--- src/hdl/lcbb_pkg.sv ---
// ----------------------------------------------------------------------------
// lcbb_pkg: shared types and constants of the lru cache byte budget unit
// Request codes, field widths, register indexes, the controller state type and
// the command and status groups between controller and datapath.
// ----------------------------------------------------------------------------
package lcbb_pkg;

  // field widths
  localparam int MODE_W      = 2;
  localparam int DATA_W      = 32;
  localparam int STAMP_W     = 64;
  localparam int MASK_W      = 8;
  localparam int SLOT_W      = 3;
  localparam int IN_TDATA_W  = 64;
  localparam int OUT_TDATA_W = 80;
  localparam int OUT_PAD_W   = 3;
  localparam int CFG_ADDR_W  = 1;

  // request codes
  localparam logic [MODE_W-1:0] MODE_LOOKUP = 2'd0;
  localparam logic [MODE_W-1:0] MODE_STORE  = 2'd1;
  localparam logic [MODE_W-1:0] MODE_CLEAR  = 2'd2;

  // register indexes
  localparam logic [CFG_ADDR_W-1:0] CFG_MAX_ENTRY = 1'b0;
  localparam logic [CFG_ADDR_W-1:0] CFG_MAX_TOTAL = 1'b1;

  // register reset values
  localparam logic [DATA_W-1:0] MAX_ENTRY_RST = 32'd4194304;
  localparam logic [DATA_W-1:0] MAX_TOTAL_RST = 32'd33554432;

  typedef enum logic [3:0] {
    ST_IDLE,
    ST_DECODE,
    ST_SCAN,
    ST_TOUCH,
    ST_PLACE,
    ST_EVCHK,
    ST_EVSCAN,
    ST_EVDROP,
    ST_COMMIT,
    ST_CLEAR,
    ST_OUT
  } state_t;

  // controller to datapath
  typedef struct packed {
    logic latch;
    logic scan_go;
    logic scan_excl;
    logic touch;
    logic place;
    logic evdrop;
    logic commit;
    logic clear;
    logic load_out;
  } cmd_t;

  // datapath to controller
  typedef struct packed {
    logic [MODE_W-1:0] mode;
    logic              key_nz;
    logic              store_ok;
    logic              scan_done;
    logic              place_ok;
    logic              need_evict;
    logic              victim_ok;
    logic              out_free;
  } status_t;

endpackage

--- src/hdl/lcbb_ctrl.sv ---
// ----------------------------------------------------------------------------
// lcbb_ctrl: request sequencer
// Steps one request at a time through decode, slot scans, placement, the
// eviction loop, commit or clear, and result hand-off.
// ----------------------------------------------------------------------------
module lcbb_ctrl (
  input  logic              clk,
  input  logic              rst_n,
  input  logic              in_tvalid,
  output logic              in_tready,
  input  lcbb_pkg::status_t sts_i,
  output lcbb_pkg::cmd_t    cmd_o
);
  import lcbb_pkg::*;

  state_t state_r, state_nxt;

  // state register
  always_ff @(posedge clk) begin
    if (!rst_n) begin
      state_r <= ST_IDLE;
    end else begin
      state_r <= state_nxt;
    end
  end

  // next state
  always_comb begin
    state_nxt = state_r;
    unique case (state_r)
      ST_IDLE: begin
        if (in_tvalid) state_nxt = ST_DECODE;
      end
      ST_DECODE: begin
        unique case (sts_i.mode)
          MODE_LOOKUP: state_nxt = sts_i.key_nz ? ST_SCAN : ST_OUT;
          MODE_STORE:  state_nxt = sts_i.store_ok ? ST_SCAN : ST_OUT;
          MODE_CLEAR:  state_nxt = ST_CLEAR;
          default:     state_nxt = ST_OUT;
        endcase
      end
      ST_SCAN: begin
        if (sts_i.scan_done) begin
          state_nxt = (sts_i.mode == MODE_STORE) ? ST_PLACE : ST_TOUCH;
        end
      end
      ST_TOUCH:  state_nxt = ST_OUT;
      ST_PLACE:  state_nxt = sts_i.place_ok ? ST_EVCHK : ST_OUT;
      ST_EVCHK:  state_nxt = sts_i.need_evict ? ST_EVSCAN : ST_COMMIT;
      ST_EVSCAN: begin
        if (sts_i.scan_done) state_nxt = ST_EVDROP;
      end
      ST_EVDROP: state_nxt = sts_i.victim_ok ? ST_EVCHK : ST_OUT;
      ST_COMMIT: state_nxt = ST_OUT;
      ST_CLEAR:  state_nxt = ST_OUT;
      ST_OUT: begin
        if (sts_i.out_free) state_nxt = ST_IDLE;
      end
      default:   state_nxt = ST_IDLE;
    endcase
  end

  // command outputs
  always_comb begin
    cmd_o     = '0;
    in_tready = 1'b0;
    unique case (state_r)
      ST_IDLE: begin
        in_tready   = 1'b1;
        cmd_o.latch = in_tvalid;
      end
      ST_SCAN:   cmd_o.scan_go = 1'b1;
      ST_EVSCAN: begin
        cmd_o.scan_go   = 1'b1;
        cmd_o.scan_excl = 1'b1;
      end
      ST_TOUCH:  cmd_o.touch    = 1'b1;
      ST_PLACE:  cmd_o.place    = 1'b1;
      ST_EVDROP: cmd_o.evdrop   = 1'b1;
      ST_COMMIT: cmd_o.commit   = 1'b1;
      ST_CLEAR:  cmd_o.clear    = 1'b1;
      ST_OUT:    cmd_o.load_out = sts_i.out_free;
      default:   cmd_o = '0;
    endcase
  end

endmodule

--- src/hdl/lcbb_dpath.sv ---
// ----------------------------------------------------------------------------
// lcbb_dpath: slot directory datapath
// Holds the slot memories, used bits, byte total and use counter, runs the
// pipelined slot scan and builds the result word.
// ----------------------------------------------------------------------------
module lcbb_dpath #(
  parameter int SLOTS    = 8,
  parameter int KEY_BITS = 32
) (
  input  logic                              clk,
  input  logic                              rst_n,
  input  logic [lcbb_pkg::IN_TDATA_W-1:0]   in_tdata,
  input  logic [lcbb_pkg::MODE_W-1:0]       in_tuser,
  input  logic                              cfg_we,
  input  logic [lcbb_pkg::CFG_ADDR_W-1:0]   cfg_addr,
  input  logic [lcbb_pkg::DATA_W-1:0]       cfg_wdata,
  input  logic                              out_tready,
  output logic                              out_tvalid,
  output logic [lcbb_pkg::OUT_TDATA_W-1:0]  out_tdata,
  input  lcbb_pkg::cmd_t                    cmd_i,
  output lcbb_pkg::status_t                 sts_o
);
  import lcbb_pkg::*;

  localparam int IW = (SLOTS > 1) ? $clog2(SLOTS) : 1;
  localparam int KW = (KEY_BITS < DATA_W) ? KEY_BITS : DATA_W;
  localparam int MB = (SLOTS < MASK_W) ? SLOTS : MASK_W;
  localparam logic [IW-1:0] LAST_IDX = IW'(SLOTS - 1);

  // request and configuration
  logic [MODE_W-1:0]  mode_r;
  logic [KW-1:0]      key_r;
  logic [DATA_W-1:0]  size_r;
  logic [DATA_W-1:0]  max_entry_r, max_total_r;

  // slot memories and directory state
  logic [KW-1:0]      key_mem   [SLOTS];
  logic [DATA_W-1:0]  size_mem  [SLOTS];
  logic [STAMP_W-1:0] stamp_mem [SLOTS];
  logic [KW-1:0]      rd_key_r;
  logic [DATA_W-1:0]  rd_size_r;
  logic [STAMP_W-1:0] rd_stamp_r;
  logic [SLOTS-1:0]   used_r, used_nxt;
  logic [DATA_W-1:0]  total_r, total_nxt;
  logic [STAMP_W-1:0] cnt_r, cnt_nxt;

  // scan pipeline
  logic [IW-1:0]      rd_idx_r, pidx_r;
  logic               issue_done_r, pv_r;
  logic               m_found_r, f_found_r, o_found_r;
  logic [IW-1:0]      m_idx_r, f_idx_r, o_idx_r;
  logic [DATA_W-1:0]  m_size_r, o_size_r;
  logic [STAMP_W-1:0] o_stamp_r;
  logic               first, cur_used, skip, m_prev, f_prev, o_prev;
  logic               take_m, take_f, take_o;

  // result fields
  logic [IW-1:0]      target_r, target_nxt;
  logic               hit_r, hit_nxt, stored_r, stored_nxt;
  logic [SLOT_W-1:0]  slot_r, slot_nxt;
  logic [DATA_W-1:0]  size_out_r, size_out_nxt;
  logic [MASK_W-1:0]  mask_r, mask_nxt;
  logic               out_valid_r, out_valid_nxt;
  logic [OUT_TDATA_W-1:0] out_data_r;

  // slot drop
  logic               drop_en;
  logic [IW-1:0]      drop_idx;
  logic [DATA_W-1:0]  drop_size;

  // memory write port
  logic               stamp_we, entry_we;
  logic [IW-1:0]      wr_idx;
  logic [STAMP_W-1:0] cnt_inc;

  assign cnt_inc  = cnt_r + STAMP_W'(1);
  assign stamp_we = (cmd_i.touch && m_found_r) || cmd_i.commit;
  assign entry_we = cmd_i.commit;
  assign wr_idx   = cmd_i.touch ? m_idx_r : target_r;

  // request latch and configuration registers
  always_ff @(posedge clk) begin
    if (cmd_i.latch) begin
      mode_r <= in_tuser;
      key_r  <= in_tdata[KW-1:0];
      size_r <= in_tdata[IN_TDATA_W-1:DATA_W];
    end
  end

  always_ff @(posedge clk) begin
    if (!rst_n) begin
      max_entry_r <= MAX_ENTRY_RST;
      max_total_r <= MAX_TOTAL_RST;
    end else if (cfg_we) begin
      unique case (cfg_addr)
        CFG_MAX_ENTRY: max_entry_r <= cfg_wdata;
        CFG_MAX_TOTAL: max_total_r <= cfg_wdata;
      endcase
    end
  end

  // slot memories, one write and one registered read per cycle
  always_ff @(posedge clk) begin
    if (stamp_we) stamp_mem[wr_idx] <= cnt_inc;
    if (entry_we) begin
      key_mem[wr_idx]  <= key_r;
      size_mem[wr_idx] <= size_r;
    end
    rd_key_r   <= key_mem[rd_idx_r];
    rd_size_r  <= size_mem[rd_idx_r];
    rd_stamp_r <= stamp_mem[rd_idx_r];
  end

  // scan compare on the slot read last cycle
  always_comb begin
    first    = (pidx_r == '0);
    cur_used = used_r[pidx_r];
    skip     = cmd_i.scan_excl && (pidx_r == target_r);
    m_prev   = !first && m_found_r;
    f_prev   = !first && f_found_r;
    o_prev   = !first && o_found_r;
    take_m   = cur_used && (rd_key_r == key_r) && !m_prev;
    take_f   = !cur_used && !f_prev;
    take_o   = cur_used && !skip && (!o_prev || (rd_stamp_r < o_stamp_r));
  end

  // scan control and found flags
  always_ff @(posedge clk) begin
    if (!rst_n) begin
      rd_idx_r     <= '0;
      pidx_r       <= '0;
      issue_done_r <= 1'b0;
      pv_r         <= 1'b0;
      m_found_r    <= 1'b0;
      f_found_r    <= 1'b0;
      o_found_r    <= 1'b0;
    end else begin
      pv_r <= cmd_i.scan_go && !issue_done_r;
      if (cmd_i.scan_go && !issue_done_r) begin
        pidx_r <= rd_idx_r;
        if (rd_idx_r == LAST_IDX) begin
          issue_done_r <= 1'b1;
        end else begin
          rd_idx_r <= rd_idx_r + IW'(1);
        end
      end
      if (sts_o.scan_done) begin
        rd_idx_r     <= '0;
        issue_done_r <= 1'b0;
      end
      if (pv_r) begin
        m_found_r <= m_prev || take_m;
        f_found_r <= f_prev || take_f;
        o_found_r <= o_prev || take_o;
      end
    end
  end

  // scan winners
  always_ff @(posedge clk) begin
    if (pv_r) begin
      if (take_m) begin
        m_idx_r  <= pidx_r;
        m_size_r <= rd_size_r;
      end
      if (take_f) f_idx_r <= pidx_r;
      if (take_o) begin
        o_idx_r   <= pidx_r;
        o_size_r  <= rd_size_r;
        o_stamp_r <= rd_stamp_r;
      end
    end
  end

  // directory and result updates
  always_comb begin
    used_nxt     = used_r;
    total_nxt    = total_r;
    cnt_nxt      = cnt_r;
    mask_nxt     = mask_r;
    hit_nxt      = hit_r;
    stored_nxt   = stored_r;
    slot_nxt     = slot_r;
    size_out_nxt = size_out_r;
    target_nxt   = target_r;
    drop_en      = 1'b0;
    drop_idx     = o_idx_r;
    drop_size    = o_size_r;
    priority if (cmd_i.latch) begin
      mask_nxt     = '0;
      hit_nxt      = 1'b0;
      stored_nxt   = 1'b0;
      slot_nxt     = '0;
      size_out_nxt = '0;
    end else if (cmd_i.touch && m_found_r) begin
      cnt_nxt      = cnt_inc;
      hit_nxt      = 1'b1;
      slot_nxt     = SLOT_W'(m_idx_r);
      size_out_nxt = m_size_r;
    end else if (cmd_i.place) begin
      // matching slot first, then first free slot, then oldest slot
      priority if (m_found_r) begin
        target_nxt = m_idx_r;
        drop_en    = 1'b1;
        drop_idx   = m_idx_r;
        drop_size  = m_size_r;
      end else if (f_found_r) begin
        target_nxt = f_idx_r;
      end else if (o_found_r) begin
        target_nxt = o_idx_r;
        drop_en    = 1'b1;
      end
    end else if (cmd_i.evdrop && o_found_r) begin
      drop_en = 1'b1;
    end else if (cmd_i.commit) begin
      used_nxt[target_r] = 1'b1;
      cnt_nxt            = cnt_inc;
      total_nxt          = total_r + size_r;
      stored_nxt         = 1'b1;
      slot_nxt           = SLOT_W'(target_r);
    end else if (cmd_i.clear) begin
      for (int j = 0; j < MB; j++) mask_nxt[j] = used_r[j];
      used_nxt  = '0;
      total_nxt = '0;
      cnt_nxt   = '0;
    end
    // free one slot, byte total floors at zero
    if (drop_en) begin
      used_nxt[drop_idx] = 1'b0;
      total_nxt = (drop_size <= total_r) ? (total_r - drop_size) : '0;
      for (int j = 0; j < MB; j++) begin
        if (drop_idx == IW'(j)) mask_nxt[j] = 1'b1;
      end
    end
  end

  always_ff @(posedge clk) begin
    if (!rst_n) begin
      used_r  <= '0;
      total_r <= '0;
      cnt_r   <= '0;
    end else begin
      used_r  <= used_nxt;
      total_r <= total_nxt;
      cnt_r   <= cnt_nxt;
    end
  end

  always_ff @(posedge clk) begin
    mask_r     <= mask_nxt;
    hit_r      <= hit_nxt;
    stored_r   <= stored_nxt;
    slot_r     <= slot_nxt;
    size_out_r <= size_out_nxt;
    target_r   <= target_nxt;
  end

  // output register
  always_comb begin
    out_valid_nxt = out_valid_r;
    if (cmd_i.load_out) begin
      out_valid_nxt = 1'b1;
    end else if (out_tready) begin
      out_valid_nxt = 1'b0;
    end
  end

  always_ff @(posedge clk) begin
    if (!rst_n) begin
      out_valid_r <= 1'b0;
    end else begin
      out_valid_r <= out_valid_nxt;
    end
  end

  always_ff @(posedge clk) begin
    if (cmd_i.load_out) begin
      out_data_r <= {{OUT_PAD_W{1'b0}}, total_r, mask_r, size_out_r, slot_r, stored_r,
                     hit_r};
    end
  end

  assign out_tvalid = out_valid_r;
  assign out_tdata  = out_data_r;

  // status to controller
  always_comb begin
    sts_o.mode       = mode_r;
    sts_o.key_nz     = (key_r != '0);
    sts_o.store_ok   = (key_r != '0) && (size_r != '0) && (size_r <= max_entry_r) &&
                       (size_r <= max_total_r);
    sts_o.scan_done  = pv_r && (pidx_r == LAST_IDX);
    sts_o.place_ok   = m_found_r || f_found_r || o_found_r;
    sts_o.need_evict = (total_r > (max_total_r - size_r));
    sts_o.victim_ok  = o_found_r;
    sts_o.out_free   = !out_valid_r || out_tready;
  end

  // the slot taking the new entry is free when it is written
  a_commit_free: assert property (@(posedge clk) disable iff (!rst_n)
    cmd_i.commit |-> !used_r[target_r])
    else $error("commit into a used slot");

  // eviction never hits the slot reserved for the new entry
  a_victim_not_target: assert property (@(posedge clk) disable iff (!rst_n)
    (cmd_i.evdrop && o_found_r) |-> (o_idx_r != target_r))
    else $error("eviction of the target slot");

  // a finished result never overwrites one still waiting
  a_no_overwrite: assert property (@(posedge clk) disable iff (!rst_n)
    cmd_i.load_out |-> (!out_valid_r || out_tready))
    else $error("result overwritten");

  // compare stage only runs behind an issued scan read
  a_scan_pipe: assert property (@(posedge clk) disable iff (!rst_n)
    pv_r |-> $past(cmd_i.scan_go))
    else $error("scan compare without a read");

endmodule

--- src/hdl/lru_cache_byte_budget_unit.sv ---
// ----------------------------------------------------------------------------
// lru_cache_byte_budget_unit: lru cache directory with a byte budget
// Slot directory that answers lookups, stores with least-recently-used
// eviction under a total byte budget, and clears.
// ----------------------------------------------------------------------------
//  channel  direction  contents
//  in_      slave      word: tdata = key, size; tuser = mode
//  out_     master     word: tdata = hit, stored, slot, size_out, mask, bytes
//  cfg_     write      index 0 max_entry_bytes, index 1 max_total_bytes
//
// one request at a time; a slot scan reads one slot per cycle from the slot
// memories. reset is synchronous: all slots free, byte total and use counter
// zero, limits at their defaults. a new word is taken while the previous result
// waits; a stalled result holds the sequencer at hand-off.
// ----------------------------------------------------------------------------
module lru_cache_byte_budget_unit #(
  parameter int SLOTS    = 8,
  parameter int KEY_BITS = 32
) (
  input  logic                              clk,
  input  logic                              rst_n,
  // key [31:0], size [63:32]
  input  logic [lcbb_pkg::IN_TDATA_W-1:0]   in_tdata,
  // mode [1:0]
  input  logic [lcbb_pkg::MODE_W-1:0]       in_tuser,
  input  logic                              in_tvalid,
  output logic                              in_tready,
  // hit [0], stored [1], slot [4:2], size_out [36:5], evicted_mask [44:37],
  // resident_bytes [76:45], zero [79:77]
  output logic [lcbb_pkg::OUT_TDATA_W-1:0]  out_tdata,
  output logic                              out_tvalid,
  input  logic                              out_tready,
  input  logic                              cfg_we,
  input  logic [lcbb_pkg::CFG_ADDR_W-1:0]   cfg_addr,
  input  logic [lcbb_pkg::DATA_W-1:0]       cfg_wdata
);
  import lcbb_pkg::*;

  cmd_t    cmd;
  status_t sts;

  lcbb_ctrl u_ctrl (
    .clk       (clk),
    .rst_n     (rst_n),
    .in_tvalid (in_tvalid),
    .in_tready (in_tready),
    .sts_i     (sts),
    .cmd_o     (cmd)
  );

  lcbb_dpath #(
    .SLOTS    (SLOTS),
    .KEY_BITS (KEY_BITS)
  ) u_dpath (
    .clk        (clk),
    .rst_n      (rst_n),
    .in_tdata   (in_tdata),
    .in_tuser   (in_tuser),
    .cfg_we     (cfg_we),
    .cfg_addr   (cfg_addr),
    .cfg_wdata  (cfg_wdata),
    .out_tready (out_tready),
    .out_tvalid (out_tvalid),
    .out_tdata  (out_tdata),
    .cmd_i      (cmd),
    .sts_o      (sts)
  );

endmodule

--- config.mk ---
export PLATFORM = sky130hd
export DESIGN_NAME = lru_cache_byte_budget_unit
export DESIGN_NICKNAME = d
export VERILOG_FILES = /design/src/hdl/lcbb_pkg.sv /design/src/hdl/lcbb_ctrl.sv /design/src/hdl/lcbb_dpath.sv /design/src/hdl/lru_cache_byte_budget_unit.sv
export SDC_FILE = /design/constraint.sdc
export NUM_CORES = 2
export LEC_CHECK = 0
export ABC_AREA = 0
export ABC_CLOCK_PERIOD_IN_PS = 9700
export BUFFER_PORTS_ARGS = -buffer_cell sky130_fd_sc_hd__buf_2
export CAP_MARGIN = 20
export CORE_MARGIN = 5
export CORE_UTILIZATION = 25
export CTS_CLUSTER_SIZE = 24
export DETAILED_ROUTE_END_ITERATION = 10
export SYNTH_ARGS = -nofsm -noshare
export SYNTH_HDL_FRONTEND = slang
export SYNTH_SLANG_ARGS = --single-unit
export TNS_END_PERCENT = 20
--- constraint.sdc ---
create_clock -name clk -period 9.7 [get_ports clk]
set_clock_uncertainty 0.15 [all_clocks]
set_input_delay 1.455 -clock clk [delete_from_list [all_inputs] [get_ports clk]]
set_output_delay 1.455 -clock clk [all_outputs]
set_load 0.005 [all_outputs]
Yosys cells after proc, flatten, opt, wreduce, memory -nomap -nowiden

Memory sizes are Yosys's and may differ from the RTL's. A register that Yosys moved wholly into a read port is not among the register bits.
Cells that the tools add are included.

Bits in registers: 512
Bits in writable memories: 1,024
Input port bits: 104
Output and inout bits: 82
Logic and storage cells: 244
Memories kept: 3

$add $sub $neg: 5
Order comparisons: 10
Equal/unequal tests: 33
Muxes and demuxes: 92
Bitwise gates (word level): 10
Reductions and logical operators: 61

Memory list:

| memory            | depth | width | read ports | clocked after memory_dff | wr ports | RTL line         | text |
|---|---|---|---|---|---|---|---|
| u_dpath.stamp_mem | 8     | 64    | 1          | 1                        | 1        | lcbb_dpath.sv:39 | `logic [STAMP_W-1:0] stamp_mem [SLOTS];` |
| u_dpath.key_mem   | 8     | 32    | 1          | 1                        | 1        | lcbb_dpath.sv:37 | `logic [KW-1:0] key_mem [SLOTS];` |
| u_dpath.size_mem  | 8     | 32    | 1          | 1                        | 1        | lcbb_dpath.sv:38 | `logic [DATA_W-1:0] size_mem [SLOTS];` |

Operator list:

| cell                                                        | count |
|---|---|
| two-way mux 32 bit                                          | 12 |
| two-way mux 64 bit                                          | 5 |
| two-way mux 8 bit                                           | 14 |
| <= comparator 32 bit                                        | 3 |
| adder 64 x 1 -> 64 bit (second input constant)              | 1 |
| less-than comparator 64 bit                                 | 1 |
| nonzero test 32 bit                                         | 2 |
| subtractor 32 bit                                           | 2 |
| two-way mux 3 bit                                           | 13 |
| two-way mux 4 bit                                           | 9 |
| case mux 4 bit (9 select lines)                             | 1 |
| two-way mux 1 bit                                           | 34 |
| adder 32 bit                                                | 1 |
| == test 32 bit                                              | 1 |
| greater-than comparator 32 bit                              | 1 |
| == test 3 bit (second input constant)                       | 6 |
| logical AND 1 bit                                           | 18 |
| == test 4 x 3 -> 1 bit (second input constant)              | 4 |
| AND reduction 4 bit                                         | 4 |
| inequality test 2 x 1 -> 1 bit (second input constant)      | 7 |
| AND reduction 2 bit                                         | 7 |
| == test 4 bit (second input constant)                       | 3 |
| less-than comparator 3 x 4 -> 1 bit (second input constant) | 3 |
| case mux 4 bit (3 select lines)                             | 1 |
| 27 further kinds                                            | 58 |

Longest topological paths before layout

Depth in word-level cells: 12
Gate-level depth with buffers: 23
Mapped depth without buffers: 23

Cells and area by module

From an unflattened synthesis, not the netlist that was laid out.

Cell total of the unflattened synthesis: 4,539
Area, all modules: 69,035.0 sq um

Modules (own cells, without submodules):

| module     | instances | cells an instance | area each (sq um) | sequential area each (sq um) |
|---|---|---|---|---|
| lcbb_dpath | 1         | 4,472             | 68,565.8          | 46,314.4 |
| lcbb_ctrl  | 1         | 67                | 469.2             | 80.1 |

Worst setup path after synthesis

OpenSTA, ideal clock, no wires.

Path type: register -> register
Start: reg u_dpath.o_stamp_r[17]
End: reg u_dpath.o_idx_r[0], enable pin
Library setup time: 0.604 ns
Arrival time: 7.118 ns
Data required time: 8.946 ns
Setup slack: 1.828 ns
Stages on the path, launching flop included: 13
Buffers on the path: 0
Period minus slack after synthesis: 7.872 ns
Path through: edfxtp_1 -> inv_1 -> ha_1 -> a21o_1 -> a21o_1 -> a21o_1 -> a21o_1 -> a21o_1 -> a21o_1 -> a221o_1 -> nand2_1 -> o211ai_1 -> a2bb2oi_1

Word-level cells in the longest chain between the ends: 4

RTL lines:

| element                       | RTL line          | text |
|---|---|---|
| from (decl)                   | lcbb_dpath.sv:53  | `logic [STAMP_W-1:0] o_stamp_r;` |
| from (signal assigned)        | lcbb_dpath.sv:170 | `o_stamp_r <= rd_stamp_r;` |
| less-than comparator 64 bit   | lcbb_dpath.sv:124 | `take_o = cur_used && !skip && (!o_prev \|\| (rd_stamp_r < o_stamp_r));` |
| logical OR 1 bit              | lcbb_dpath.sv:124 |  |
| logical AND 1 bit             | lcbb_dpath.sv:124 |  |
| AND reduction 2 bit (no line) | -                 |  |
| to (signal assigned)          | lcbb_dpath.sv:168 | `o_idx_r <= pidx_r;` |
| to (decl)                     | lcbb_dpath.sv:51  | `logic [IW-1:0] m_idx_r, f_idx_r, o_idx_r;` |

Every way passes these cells.
A chain may end at the register's enable or synchronous reset.

Worst setup path after layout

Start: reg u_dpath.size_r[0]
End: reg u_ctrl.state_r[2]

Word-level cells in the longest chain between the ends: 4

RTL lines:

| element                         | RTL line          | text |
|---|---|---|
| from (decl)                     | lcbb_dpath.sv:33  | `logic [DATA_W-1:0] size_r;` |
| from (signal assigned)          | lcbb_dpath.sv:86  | `size_r <= in_tdata[IN_TDATA_W-1:DATA_W];` |
| subtractor 32 bit               | lcbb_dpath.sv:294 | `sts_o.need_evict = (total_r > (max_total_r - size_r));` |
| greater-than comparator 32 bit  | lcbb_dpath.sv:294 |  |
| two-way mux 4 bit               | lcbb_ctrl.sv:49   | `ST_EVCHK: state_nxt = sts_i.need_evict ? ST_EVSCAN : ST_COMMIT;` |
| case mux 4 bit (9 select lines) | lcbb_ctrl.sv:30   | `unique case (state_r)` |
| to (signal assigned)            | lcbb_ctrl.sv:23   | `state_r <= state_nxt;` |
| to (decl)                       | lcbb_ctrl.sv:16   | `state_t state_r, state_nxt;` |

Every way passes these cells.

==> flow_summary_export.csv <==
group,metric,value,unit
outcome,status,"finished, final reports clean",
worst_setup_path,crit_required,10.30,ns
sta,setup_viol,0,
sta,min_period_over_period,64.0,%
clocking,postCtsSetupBuffers,0,
grt,grt_usage,12.1,%
worst_setup_path,cp-start-kind,"register",
worst_setup_path,max_stage_delay,0.63,ns
clocking,clk_latency,0.81,ns
finish,drive_above_1_share,20.0,%
grt,grt_pass1_wl,260000,µm
drt,wl_per_cell,21.0,µm
sta,fin_crit,6.21,ns
sta,hold_viol_final,0,
clocking,clkSinkCount,1664,
worst_setup_path,worst_path_max_delay_cell,"edfxtp_1",
logic_synthesis,synth_edf_count,1307,
die,coreArea,271000,µm²
die,die_h,533,µm
logic_synthesis,yosysUniqueCellTypes,83,
finish,area_delta_synth_final,16.5,%
place,pre_cts_ws,3.66,ns
logic_synthesis,yosysSeqAreaShare,68.0,%
clocking,clockBufferDepth,3,
clocking,cts_hold_buf,0,
sta,rsz0062_at_grt,"false",
worst_setup_path,path_max_fanout,12,
power,leakagePower,0.0276,µW
finish,final_common_cell,"edfxtp_1",
logic_synthesis,synth-simple-area-share,6.11,%
logic_synthesis,yosys_warnings,0,
worst_setup_path,critPathArrivalTime,6.81,ns
drt,drt_iter0_markers,3416,
grt,grt_max_degree,150,
drt,viasPerCell,4.60,
logic_synthesis,synth-adder-area-share,4.21,%
drt,drt-total-wl,176000,µm
power,ir_drop,0.175,mV
logic_synthesis,synthFlopType,"edfxtp_1",
place,dp_hpwl,113000,µm
power,p_per_area,233,nW/µm²
drt,antenna_left,0,
clocking,cts_root_buf,"clkbuf_16",
worst_setup_path,path_class,"register to register",
run,drv_cap,0,
logic_synthesis,ys_ff_latch,1664,
worst_setup_path,cp_num_buf_inv,2,
sta,drv_slew,0,
die,num_io_pins,186,
place,routabilityCongestion,0.835,
logic_synthesis,synth_top_family_by_area,"multiplexers",
grt,grt_pass1_vias,38990,
logic_synthesis,synthXorXnorAreaFrac,2.19,%
sta,slew_headroom,13.1,%
logic_synthesis,syn_inst,4404,
clocking,post_cts_resized,0,
die,dieWidth,533,µm
finish,fin_nets,4993,
clocking,cts_tree,"done",
logic_synthesis,synthArstFlopShare,0,%
sta,fin_tns_setup,0,ns
finish,final_core_util,29.3,%
logic_synthesis,synth.area.mux_share,11.4,%
sta,worst_slack,3.49,ns
clocking,clk_pin_slew,0.06,ns
min_path,hp-class,"register to register",
drt,drc_errors,0,
die,dieArea,284000,µm²
clocking,cts.htree.levels,4,
die,rows,191,
drt,dr.pass1.iters,9,
drt,via_count,38607,
logic_synthesis,avgSynthCellArea,15.5,µm²
place,portBuffers,182,
grt,overflow,0,
worst_setup_path,worst_setup_path_end_kind,"register",
die,initial_core_util,25.2,%
logic_synthesis,syn-cell-area,68300,µm²
sta,tightest_slew,1.30,ns
worst_setup_path,cp_top_family,"compound AO/OA/AOI/OAI gates",
clocking,cts_buffers,173,
grt,antenna_found_initial,34,
sta,fmax,161,MHz
worst_setup_path,crit_chain,"ha_1, inv_1, fa_1, a211oi_1, o21ai_0, a221oi_1, buf_4, o31a_1, a31oi_1, a41o_1, o21ai_1, o21bai_1, a21oi_1, xor2_1, ha_1, nand4_1, or2_2, nor4_1, a21boi_0, o311ai_0, a22oi_1, o221a_2",
worst_setup_path,crit_top_cell,"ha_1",
logic_synthesis,synth_compound_area_share,6.22,%
finish,final_cell_mix,"edfxtp_1 (1,307), dfxtp_1 (354), nand2_1 (343), mux4_2 (258), a21oi_1 (234)",
## metal layers
| metal | share of wire, % | track usage, % | vias up | wire length [µm] |
|---|---|---|---|---|
| met4 | 3.1 | 3.89 | 16 | 5410 |
| met1 | 43 | 16.0 | 19654 | 75900 |
| li1 | - | - | 17494 | - |
| met2 | 48 | 20.2 | 1148 | 85000 |
| met5 | 0.052 | 0 | - | 91 |
| met3 | 5.5 | 2.10 | 295 | 9610 |
## worst register-to-register path: stages (launching register included)
cell,delay (ns)
edfxtp_1,0.63
ha_1,0.28
inv_1,0.07
fa_1,0.48
a211oi_1,0.28
o21ai_0,0.22
a221oi_1,0.33
buf_4,0.21
o31a_1,0.18
a31oi_1,0.16
a41o_1,0.30
o21ai_1,0.21
o21bai_1,0.10
a21oi_1,0.18
xor2_1,0.10
ha_1,0.31
nand4_1,0.10
or2_2,0.32
nor4_1,0.36
a21boi_0,0.32
o311ai_0,0.35
a22oi_1,0.31
o221a_2,0.22
## state kept, by name (all words and copies together) (netlist names), 64 cells and up
name	count
u_dpath.out_tdata	77
u_dpath.size_mem	256
u_dpath.cnt_r	64
u_dpath.key_mem	256
u_dpath.o_stamp_r	64
u_dpath.stamp_mem	512
u_dpath.rd_stamp_r	64
## area by class of cell
class | instances | area [µm²]
diodes | 10 | 25.0
well taps | 3570 | 4470
multi-input cells | 2393 | 20700
repair buffers | 251 | 1450
flip-flops and latches | 1664 | 46400
clock buffers | 245 | 4810
fillers | 26694 | 192000
clock inverters | 79 | 987
inverters | 178 | 673
## worst paths after layout
path                          end             startpoint  slack, ns  cells past startpoint
max             u_ctrl.state_r[2]      u_dpath.size_r[0]       3.49                     22
min          u_dpath.o_stamp_r[0]  u_dpath.rd_stamp_r[0]       0.27                      0
max reg2reg     u_ctrl.state_r[2]      u_dpath.size_r[0]       3.49                     22
min reg2reg  u_dpath.o_stamp_r[0]  u_dpath.rd_stamp_r[0]       0.27                      0
## synthesized netlist by cell type, types with 9 or more instances
master,instances,share of area [%]
xnor2_1,82,1.1
nand3_1,80,0.59
nand2_1,343,1.9
mux2_2,130,2.1
inv_1,178,0.98
o21ai_0,120,0.88
a31oi_1,28,0.26
nor2_1,193,1.1
a21o_1,88,0.97
nor2b_1,27,0.25
a211oi_1,21,0.23
xor2_1,85,1.1
o21a_1,16,0.18
o21bai_1,13,0.14
a221oi_1,9,0.12
o31ai_1,21,0.23
ha_1,225,4.1
a222oi_1,18,0.26
or3_1,13,0.12
mux4_2,258,8.5
clkbuf_1,132,0.73
a22o_1,9,0.12
dfxtp_1,357,10
buf_1,29,0.16
a21oi_1,236,1.7
nand4_1,46,0.42
nor4_1,33,0.30
o22ai_1,11,0.10
nand2b_1,32,0.29
nor3_1,37,0.27
mux2i_1,48,0.70
a22oi_1,25,0.27
and3_1,25,0.23
edfxtp_1,1307,57
## metrics by stage
| stage | power (µW) | cell area [µm²] | instances | hold WS [ns] |
|---|---|---|---|---|
| after detailed placement | 12100 | 73700 | 8055 | 0.260 |
| after CTS | 18800 | 79500 | 8379 | 0.274 |
| final | 18600 | 79600 | 8390 | 0.274 |
| after floorplan | 10900 | 68300 | 4406 | 0.250 |
| after global placement | 12000 | 73700 | 8055 | 0.258 |
| after global routing | 19400 | 79600 | 8385 | 0.286 |
## power breakdown
group	leakage, µW	internal [µW]	switching [µW]
Sequential	0.0151	8310	537
Combinational	0.00966	1300	1730
Clock	0.00283	3900	2790
Total	0.0276	13500	5060
## cells by family (layout without fill, tap and decap cells)
| logic type | after synthesis | after routing |
|---|---|---|
| flops | 1664 | 1664 |
| simple gates | 884 | 884 |
| compound gates | 673 | 673 |
| mux | 436 | 436 |
| buf+inv | 349 | 753 |
| fa+ha+maj | 228 | 228 |
| xor+xnor | 169 | 169 |
| other cells | 1 | 13 |
Note: power is estimated with default switching activity, not from simulation.
